File: src/rtl/spcf_pkg.sv
// Package for the strip peak cluster finder.
// Result word, accumulator and result bundle types, kind codes and sizes.
// No dependencies.
`default_nettype none
package spcf_pkg;

  localparam int MAX_STRIPS_DEF = 128;
  localparam int ENERGY_W = 13;
  localparam int THR_W = 16;
  localparam int IDX_W = 8;
  localparam int ESUM_W = 16;
  localparam int WSUM_W = 32;
  localparam int BUNDLE_DEPTH = 3;

  localparam logic KIND_RECORD = 1'b0;
  localparam logic KIND_SUMMARY = 1'b1;

  typedef struct packed {
    logic              kind;
    logic [IDX_W-1:0]  slot;
    logic [IDX_W-1:0]  first;
    logic [IDX_W-1:0]  count;
    logic [ESUM_W-1:0] esum;
    logic [WSUM_W-1:0] wsum;
    logic [IDX_W-1:0]  npk;
  } result_t;

  typedef struct packed {
    logic              open;
    logic [IDX_W-1:0]  start;
    logic [IDX_W-1:0]  len;
    logic [ESUM_W-1:0] eacc;
    logic [WSUM_W-1:0] wacc;
    logic [IDX_W-1:0]  npk;
  } acc_t;

  typedef struct packed {
    acc_t    acc;
    result_t rec;
    logic    emit;
  } settle_t;

  typedef struct packed {
    result_t [BUNDLE_DEPTH-1:0] res;
    logic [1:0]                 cnt;
  } bundle_t;

endpackage
`default_nettype wire

File: src/rtl/spcf_core.sv
// Peak finder core: threshold register, layer state and per-strip settle logic.
// Builds the bundle of up to three result words for the strip at its input.
// Depends on spcf_pkg.
`default_nettype none
module spcf_core #(
  parameter int MAX_STRIPS = spcf_pkg::MAX_STRIPS_DEF
) (
  input  wire logic                              clk,
  input  wire logic                              rst_n,
  input  wire logic                              cfg_wr_en,
  input  wire logic [spcf_pkg::THR_W-1:0]        cfg_wr_data,
  input  wire logic                              step_en,
  input  wire logic [spcf_pkg::ENERGY_W-1:0]     strip_energy,
  input  wire logic                              layer_end,
  output spcf_pkg::bundle_t                      bundle
);

  localparam logic [spcf_pkg::IDX_W-1:0] LastPos = spcf_pkg::IDX_W'(MAX_STRIPS - 1);

  logic [spcf_pkg::THR_W-1:0]    thr_r;
  logic [spcf_pkg::ENERGY_W-1:0] eb1_r, eb1_nxt;
  logic [spcf_pkg::ENERGY_W-1:0] eb2_r, eb2_nxt;
  logic                          pend_r, pend_nxt;
  logic [spcf_pkg::IDX_W-1:0]    pos_r, pos_nxt;
  spcf_pkg::acc_t                acc_r, acc_nxt;

  function automatic logic [spcf_pkg::THR_W:0] ext(input logic [spcf_pkg::ENERGY_W:0] v);
    ext = (spcf_pkg::THR_W+1)'(v);
  endfunction

  function automatic logic [spcf_pkg::ENERGY_W:0] x125(
    input logic [spcf_pkg::ENERGY_W-1:0] v);
    x125 = {1'b0, v} + {3'b000, v[spcf_pkg::ENERGY_W-1:2]};
  endfunction

  // valley test shared by open and close conditions
  function automatic logic valley(input logic [spcf_pkg::ENERGY_W-1:0] p,
                                  input logic [spcf_pkg::ENERGY_W-1:0] e,
                                  input logic [spcf_pkg::ENERGY_W-1:0] n);
    logic [spcf_pkg::ENERGY_W:0] ex;
    ex = x125(e);
    valley = (p > e && ex < {1'b0, n}) || ({1'b0, p} > ex && e < n);
  endfunction

  function automatic spcf_pkg::settle_t settle(
    input spcf_pkg::acc_t               a,
    input logic [spcf_pkg::IDX_W-1:0]   slot,
    input logic [spcf_pkg::ENERGY_W-1:0] e,
    input logic                         op,
    input logic                         cl);
    spcf_pkg::settle_t s;
    logic       member;
    logic [8:0] w;
    logic [21:0] prod;
    s = '0;
    s.acc = a;
    member = a.open | op | cl;
    w = {1'b0, a.len} + 9'd1;
    prod = 22'(w) * 22'(e);
    if (op) begin
      s.acc.start = slot;
      s.acc.open = 1'b1;
    end
    if (cl) begin
      s.acc.open = 1'b0;
    end
    if (member) begin
      s.acc.wacc = a.wacc + spcf_pkg::WSUM_W'(prod);
      s.acc.len = a.len + 8'd1;
      s.acc.eacc = a.eacc + spcf_pkg::ESUM_W'(e);
    end
    s.rec.kind = spcf_pkg::KIND_RECORD;
    s.rec.slot = slot;
    s.rec.first = s.acc.start;
    s.rec.count = s.acc.len;
    s.rec.esum = s.acc.eacc;
    s.rec.wsum = s.acc.wacc;
    s.rec.npk = '0;
    s.emit = cl;
    if (cl) begin
      if (s.acc.eacc != '0) begin
        s.acc.npk = s.acc.npk + 8'd1;
      end
      s.acc.start = '0;
      s.acc.len = '0;
      s.acc.eacc = '0;
      s.acc.wacc = '0;
    end
    settle = s;
  endfunction

  logic [spcf_pkg::THR_W:0] thr_x;
  logic                     last;
  logic                     cur_opens;
  logic                     prev_closes;
  logic                     cur_closes;
  logic                     v1, v2, v3;
  spcf_pkg::settle_t        s1, s2;
  spcf_pkg::acc_t           a1;
  spcf_pkg::result_t        summ;

  always_comb begin
    thr_x = {1'b0, thr_r};
    last = layer_end || (pos_r >= LastPos);
    cur_opens = (ext({1'b0, eb1_r}) <= thr_x && ext({1'b0, strip_energy}) > thr_x) ||
                valley(eb2_r, eb1_r, strip_energy);
    prev_closes = (ext({1'b0, eb1_r}) > thr_x) &&
                  (ext({1'b0, strip_energy}) <= thr_x || valley(eb2_r, eb1_r, strip_energy));
    cur_closes = ext({1'b0, strip_energy}) > thr_x;

    s1 = settle(acc_r, pos_r - 8'd1, eb1_r, pend_r, prev_closes);
    a1 = (pos_r != '0) ? s1.acc : acc_r;
    v1 = (pos_r != '0) && s1.emit;
    s2 = settle(a1, pos_r, strip_energy, cur_opens, cur_closes);
    v2 = last && s2.emit;
    v3 = last;

    summ = '0;
    summ.kind = spcf_pkg::KIND_SUMMARY;
    summ.npk = s2.acc.npk;

    bundle.res[0] = v1 ? s1.rec : (v2 ? s2.rec : summ);
    bundle.res[1] = (v1 && v2) ? s2.rec : summ;
    bundle.res[2] = summ;
    bundle.cnt = 2'(v1) + 2'(v2) + 2'(v3);

    if (last) begin
      eb1_nxt = '0;
      eb2_nxt = '0;
      pend_nxt = 1'b0;
      pos_nxt = '0;
      acc_nxt = '0;
    end else begin
      eb1_nxt = strip_energy;
      eb2_nxt = eb1_r;
      pend_nxt = cur_opens;
      pos_nxt = pos_r + 8'd1;
      acc_nxt = a1;
    end
  end

  always_ff @(posedge clk) begin
    if (!rst_n) begin
      thr_r <= '0;
      eb1_r <= '0;
      eb2_r <= '0;
      pend_r <= 1'b0;
      pos_r <= '0;
      acc_r <= '0;
    end else begin
      if (cfg_wr_en) begin
        thr_r <= cfg_wr_data;
      end
      if (step_en) begin
        eb1_r <= eb1_nxt;
        eb2_r <= eb2_nxt;
        pend_r <= pend_nxt;
        pos_r <= pos_nxt;
        acc_r <= acc_nxt;
      end
    end
  end

endmodule
`default_nettype wire

File: src/rtl/spcf_outbuf.sv
// Output buffer: holds the result words of one strip and hands them out one
// word per cycle while out_ready is high. Depends on spcf_pkg.
`default_nettype none
module spcf_outbuf (
  input  wire logic               clk,
  input  wire logic               rst_n,
  input  wire logic               load,
  input  wire spcf_pkg::bundle_t  bundle_in,
  input  wire logic               out_ready,
  output logic                    out_valid,
  output logic                    out_last,
  output logic                    free_nxt,
  output spcf_pkg::result_t       res
);

  spcf_pkg::bundle_t bund_r;
  logic [1:0]        cnt_r;
  logic [1:0]        idx_r;
  logic              take;

  always_comb begin
    out_valid = (cnt_r != 2'd0);
    out_last = (idx_r == cnt_r - 2'd1);
    take = out_valid && out_ready;
    free_nxt = !out_valid || (take && out_last);
    case (idx_r)
      2'd0: res = bund_r.res[0];
      2'd1: res = bund_r.res[1];
      2'd2: res = bund_r.res[2];
      default: res = bund_r.res[0];
    endcase
  end

  always_ff @(posedge clk) begin
    if (!rst_n) begin
      cnt_r <= 2'd0;
      idx_r <= 2'd0;
    end else if (load) begin
      cnt_r <= bundle_in.cnt;
      idx_r <= 2'd0;
    end else if (take) begin
      if (out_last) begin
        cnt_r <= 2'd0;
        idx_r <= 2'd0;
      end else begin
        idx_r <= idx_r + 2'd1;
      end
    end
  end

  always_ff @(posedge clk) begin
    if (load) begin
      bund_r <= bundle_in;
    end
  end

endmodule
`default_nettype wire

File: src/rtl/strip_peak_cluster_finder.sv
// Strip peak cluster finder, top level. Strips and result words are registered.
// Throughput: one strip per cycle when it yields at most one result word and
// out_ready is high; a strip yielding more words holds the output buffer until
// its last word is taken. Reset (rst_n low, synchronous) clears threshold, layer
// state and both handshakes. Depends on spcf_pkg, spcf_core, spcf_outbuf.
`default_nettype none
module strip_peak_cluster_finder #(
  parameter int MAX_STRIPS = spcf_pkg::MAX_STRIPS_DEF
) (
  input  wire logic                             clk,
  input  wire logic                             rst_n,
  input  wire logic                             cfg_wr_en,
  input  wire logic [spcf_pkg::THR_W-1:0]       cfg_wr_data,
  input  wire logic                             in_valid,
  output logic                                  in_ready,
  input  wire logic [spcf_pkg::ENERGY_W-1:0]    in_strip_energy,
  input  wire logic                             in_layer_end,
  output logic                                  out_valid,
  input  wire logic                             out_ready,
  output logic                                  out_item_kind,
  output logic [spcf_pkg::IDX_W-1:0]            out_peak_slot,
  output logic [spcf_pkg::IDX_W-1:0]            out_first_strip,
  output logic [spcf_pkg::IDX_W-1:0]            out_strip_count,
  output logic [spcf_pkg::ESUM_W-1:0]           out_energy_sum,
  output logic [spcf_pkg::WSUM_W-1:0]           out_weighted_sum,
  output logic [spcf_pkg::IDX_W-1:0]            out_peak_count,
  output logic                                  out_run_last
);

  logic                          in_valid_r;
  logic [spcf_pkg::ENERGY_W-1:0] energy_r;
  logic                          end_r;
  logic                          step_en;
  logic                          free_nxt;
  spcf_pkg::bundle_t             bundle;
  spcf_pkg::result_t             res;

  assign step_en = in_valid_r && free_nxt;
  assign in_ready = !in_valid_r || step_en;

  always_ff @(posedge clk) begin
    if (!rst_n) begin
      in_valid_r <= 1'b0;
    end else if (in_ready) begin
      in_valid_r <= in_valid;
    end
  end

  always_ff @(posedge clk) begin
    if (in_ready && in_valid) begin
      energy_r <= in_strip_energy;
      end_r <= in_layer_end;
    end
  end

  spcf_core #(
    .MAX_STRIPS(MAX_STRIPS)
  ) u_core (
    .clk          (clk),
    .rst_n        (rst_n),
    .cfg_wr_en    (cfg_wr_en),
    .cfg_wr_data  (cfg_wr_data),
    .step_en      (step_en),
    .strip_energy (energy_r),
    .layer_end    (end_r),
    .bundle       (bundle)
  );

  spcf_outbuf u_outbuf (
    .clk       (clk),
    .rst_n     (rst_n),
    .load      (step_en && (bundle.cnt != 2'd0)),
    .bundle_in (bundle),
    .out_ready (out_ready),
    .out_valid (out_valid),
    .out_last  (out_run_last),
    .free_nxt  (free_nxt),
    .res       (res)
  );

  assign out_item_kind = res.kind;
  assign out_peak_slot = res.slot;
  assign out_first_strip = res.first;
  assign out_strip_count = res.count;
  assign out_energy_sum = res.esum;
  assign out_weighted_sum = res.wsum;
  assign out_peak_count = res.npk;

endmodule
`default_nettype wire

File: config.mk
export PLATFORM = sky130hd
export DESIGN_NAME = strip_peak_cluster_finder
export DESIGN_NICKNAME = d
export VERILOG_FILES = /design/src/rtl/spcf_pkg.sv /design/src/rtl/spcf_core.sv /design/src/rtl/spcf_outbuf.sv /design/src/rtl/strip_peak_cluster_finder.sv
export SDC_FILE = /design/constraint.sdc
export NUM_CORES = 1
export LEC_CHECK = 0
export ABC_CLOCK_PERIOD_IN_PS = 13530
export BUFFER_PORTS_ARGS = -buffer_cell sky130_fd_sc_hd__buf_2
export CAP_MARGIN = 5
export CORE_MARGIN = 8
export CORE_UTILIZATION = 40
export CTS_CLUSTER_DIAMETER = 100
export DETAILED_ROUTE_END_ITERATION = 7
export PLACE_DENSITY = 0.63
export SETUP_SLACK_MARGIN = 0.15
export SYNTH_ARGS = -nofsm -noshare
export SYNTH_HDL_FRONTEND = slang
export SYNTH_SLANG_ARGS = --single-unit
export TNS_END_PERCENT = 1
File: constraint.sdc
create_clock -name clk -period 13.53 [get_ports clk]
set_input_delay 2.706 -clock clk [delete_from_list [all_inputs] [get_ports clk]]
set_output_delay 2.706 -clock clk [all_outputs]
set_load 0.05 [all_outputs]
==> results.py <==
metrics = {
    "detailed_routing": {
        "drtIter0Drc": 2307,
        "vias_per_cell": 5.533,
        "dr.pass1.iters": 6,
        "wire_per_inst_um": 20.52,
        "wirelength_um": 88820,
        "antenna_left": 0,
        "num_vias": 23950,
        "drcViolationCount": 0,
    },
    "cells_and_area": {
        "drive_gt1_frac": 0.08141,
        "n_fill_cell": 6985,
        "multi_input_area_um2": 18660,
        "regArea_um2": 8108,
        "finalInstanceArea_um2": 31610,
        "final_nets": 3813,
        "antennaDiodeCount": 0,
        "areaGrowthSynthToFinish_pct": 10.34,
        "final_cells": 4328,
    },
    "timing": {
        "fin_setup_tns_ns": 0,
        "hold_viol_final": 0,
        "finalSetupViolCount": 0,
        "tightest_slew_ns": 1.244,
        "min_period_ns": 12.45,
        "finalClockSkew_ns": 0.02831,
        "rsz0062_at_grt": "false",
        "fin_crit_sh": 0.9202,
        "slew_viol_final": 0,
        "fmax_mhz": 80.32,
        "slew_headroom": 0.1686,
        "holdWs_ns": 0.4761,
    },
    "clocking": {
        "clockBufferDepth": 3,
        "clock_latency_ns": 0.58,
        "clock-sinks": 313,
        "post-cts-setup-buffer-count": 0,
        "htree_num_levels": 2,
        "clk_pin_slew_ns": 0.07,
        "ctsRootBufferMaster": "clkbuf_16",
        "cts_tree": "built",
        "cts_buffers": 39,
    },
    "logic_synthesis": {
        "dominantRegCellSynth": "edfxtp_1",
        "yosys-top-cells-area": "edfxtp_1 (19%), fa_1 (14%), ha_1 (10%)",
        "synth_edf_count": 184,
        "synth_xor_area_frac": 0.03608,
        "yosysSeqAreaShare": 0.2831,
        "synth_largest_area_cell": "edfxtp_1",
        "synth_seq_cells": 313,
        "yosys.area.top_type_share": 0.1929,
        "synth_fa_ha_area_frac": 0.2396,
        "synth_mux_area_frac": 0.01555,
        "synthArstFlopShare": 0,
        "yosys.cell_types.count": 88,
        "synth-simple-area-share": 0.1831,
        "synth_warnings": 0,
        "synth_top_family_by_area": "adder cells",
        "post_synth.cell_area_avg_um2": 8.667,
        "synthCells": 3305,
        "synth_compound_gate_area_share": 0.1718,
        "syn_area_um2": 28640,
    },
    "worst_setup_path": {
        "ff2ff_path_depth": 48,
        "max_stage_delay_ns": 0.55,
        "r2r_end": "u_outbuf.bund_r[41]",
        "worstPathArrival_ns": 12.77,
        "worst_setup_path_end_kind": "flip-flop",
        "cp-endpoint": "u_outbuf.bund_r[41]",
        "startpoint": "u_core.eb1_r[2]",
        "critPathMaxFanout": 14,
        "cp_slowest_cell": "fa_1",
        "critPathLaunchType": "flip-flop",
        "path_class": "reg2reg",
        "required_ns": 13.85,
        "r2r-start": "u_core.eb1_r[2]",
        "regToRegSetupSlack_ns": 1.08,
    },
    "global_routing": {
        "overflow": 0,
        "track_usage": 0.2136,
        "grt_max_degree": 99,
        "grt_pass1_vias": 23190,
        "antenna_found_initial": 0,
        "grt_pass1_wl_um": 138100,
    },
    "power_and_ir_drop": {
        "peakVddDrop_mv": 0.08115,
        "powerDensity_nw_per_um2": 87.10,
        "leakage_nw": 13.67,
        "power_mw": 2.753,
    },
    "hold_path": {
        "hold_class": "reg2reg",
    },
    "place": {
        "globalplace.congestion": 0.9358,
        "dp_cells": 4256,
        "placed_cell_area_um2": 30280,
        "io_buffer_count": 118,
        "dp_hpwl_um": 66210,
    },
    "die": {
        "chipHeight_um": 283.6,
        "die_area_um2": 80430,
        "start_util": 0.4021,
        "num_rows": 98,
        "core_area_um2": 71240,
        "die_x_um": 283.6,
        "io_pins": 119,
    },
    "status": {
        "status": "complete, no violations",
    },
    "flow_run": {
        "drv_cap": 0,
    },
}
-- Yosys cell counts, drive strengths merged, types with 59 or more instances --
library cell	count
nand2	441
inv	350
ha	235
o21ai	222
nor2	211
fa	196
edfxtp	184
clkbuf	167
a21oi	130
dfxtp	129
and2	103
nand3	91
nor2b	91
xnor2	70
a22oi	59
-- critical path, delay by kind of cell (launching register included) --
family          cells  cell delay, ns
compound gates     22            5.11
xor+xnor            1            0.17
fa+ha+maj           9            3.95
buf+inv             4            0.23
flops               1            0.50
simple gates       12            2.20
-- cell families (layout without fill, tap and decap cells) --
group / count (synthesis) / count (layout)
fa+ha+maj: 431 / 431
mux: 44 / 44
flops: 313 / 313
simple gates: 1113 / 1113
buf+inv: 535 / 595
other cells: 1 / 14
xor+xnor: 118 / 118
compound gates: 750 / 750
-- layer usage --
| metal | global-route usage | share of wire | up-vias | wire [µm] |
|---|---|---|---|---|
| li1 | - | - | 11400 | - |
| met1 | 0.2936 | 0.45 | 11590 | 39750 |
| met2 | 0.3423 | 0.45 | 805 | 40110 |
| met3 | 0.03362 | 0.066 | 150 | 5840 |
| met4 | 0.06908 | 0.035 | 0 | 3130 |
| met5 | 0 | 0 | - | 0 |
-- through the flow --
stage	util	setup WS, ns
finish	0.4436	1.079
global route	0.4436	0.1749
CTS	0.4436	0.9704
detailed placement	0.4250	0.9962
global placement	0.4250	1.264
floorplan	-	0.4837
-- layout make-up --
class | count | share of cell area
multi-input combinational | 2470 | 0.5905
inverter | 350 | 0.04157
timing repair buffer | 173 | 0.03183
sequential | 313 | 0.2565
tap | 950 | 0.03761
clock inverter | 22 | 0.008116
clock buffer | 50 | 0.03381
-- flip-flops by register name, indices dropped and copies added, names as in the netlist --
name,count
u_core.thr_r,16
end_r,1
u_core.eb2_r,13
u_core.eb1_r,13
u_outbuf.cnt_r,2
u_outbuf.idx_r,2
in_valid_r,1
u_core.pos_r,8
u_outbuf.bund_r,170
u_core.acc_r,73
u_core.pend_r,1
energy_r,13
-- power by group --
part / internal (mW) / switching (mW) / leakage (nW)
combinational: 0.159 / 0.426 / 10.3
sequential: 1.05 / 0.0304 / 2.74
clock: 0.628 / 0.456 / 0.635
-- what timing repair did --
| action | CTS | global route |
|---|---|---|
| hold buffers | 0 | 0 |
| endpoints found under the setup margin | 0 | 5 |
| gates resized for setup | 0 | 1 |
-- worst min-delay path by stage --
stage,start,end,cells after the start
2_1_floorplan,u_core.eb2_r[0],u_core.eb2_r[0],2
3_3_place_gp,u_core.eb2_r[0],u_core.eb2_r[0],2
4_1_cts,u_core.eb2_r[0],u_core.eb2_r[0],2
6_report,u_core.eb2_r[0],u_core.eb2_r[0],2
3_5_place_dp,u_core.eb2_r[0],u_core.eb2_r[0],2
5_1_grt,u_core.eb2_r[0],u_core.eb2_r[0],2
-- cell usage in the layout (no fill, tap or decap), drive strengths merged, types with 6 or more instances in the layout --
master   synthesis  final
a2111oi          6      6
a211o            6      6
a211oi          29     29
a21boi          41     41
a21o            37     37
a21oi          130    130
a22o            12     12
a22oi           59     59
a31oi           17     17
and2           103    103
and3            25     25
buf             18    173
clkbuf         167     50
clkinv           0     11
conb             1     14
dfxtp          129    129
edfxtp         184    184
fa             196    196
ha             235    235
inv            350    355
mux2i           40     40
nand2          441    441
nand2b          30     30
nand3           91     91
nand4           31     31
nor2           211    211
nor2b           91     91
nor3            39     39
nor4             9      9
o211ai          16     16
o21a            35     35
o21ai          222    222
o21bai          19     19
o22ai           48     48
o311ai           6      6
o31ai           14     14
or3             11     11
or4              8      8
xnor2           70     70
xor2            48     48
Note: power is estimated with default switching activity, not from simulation.
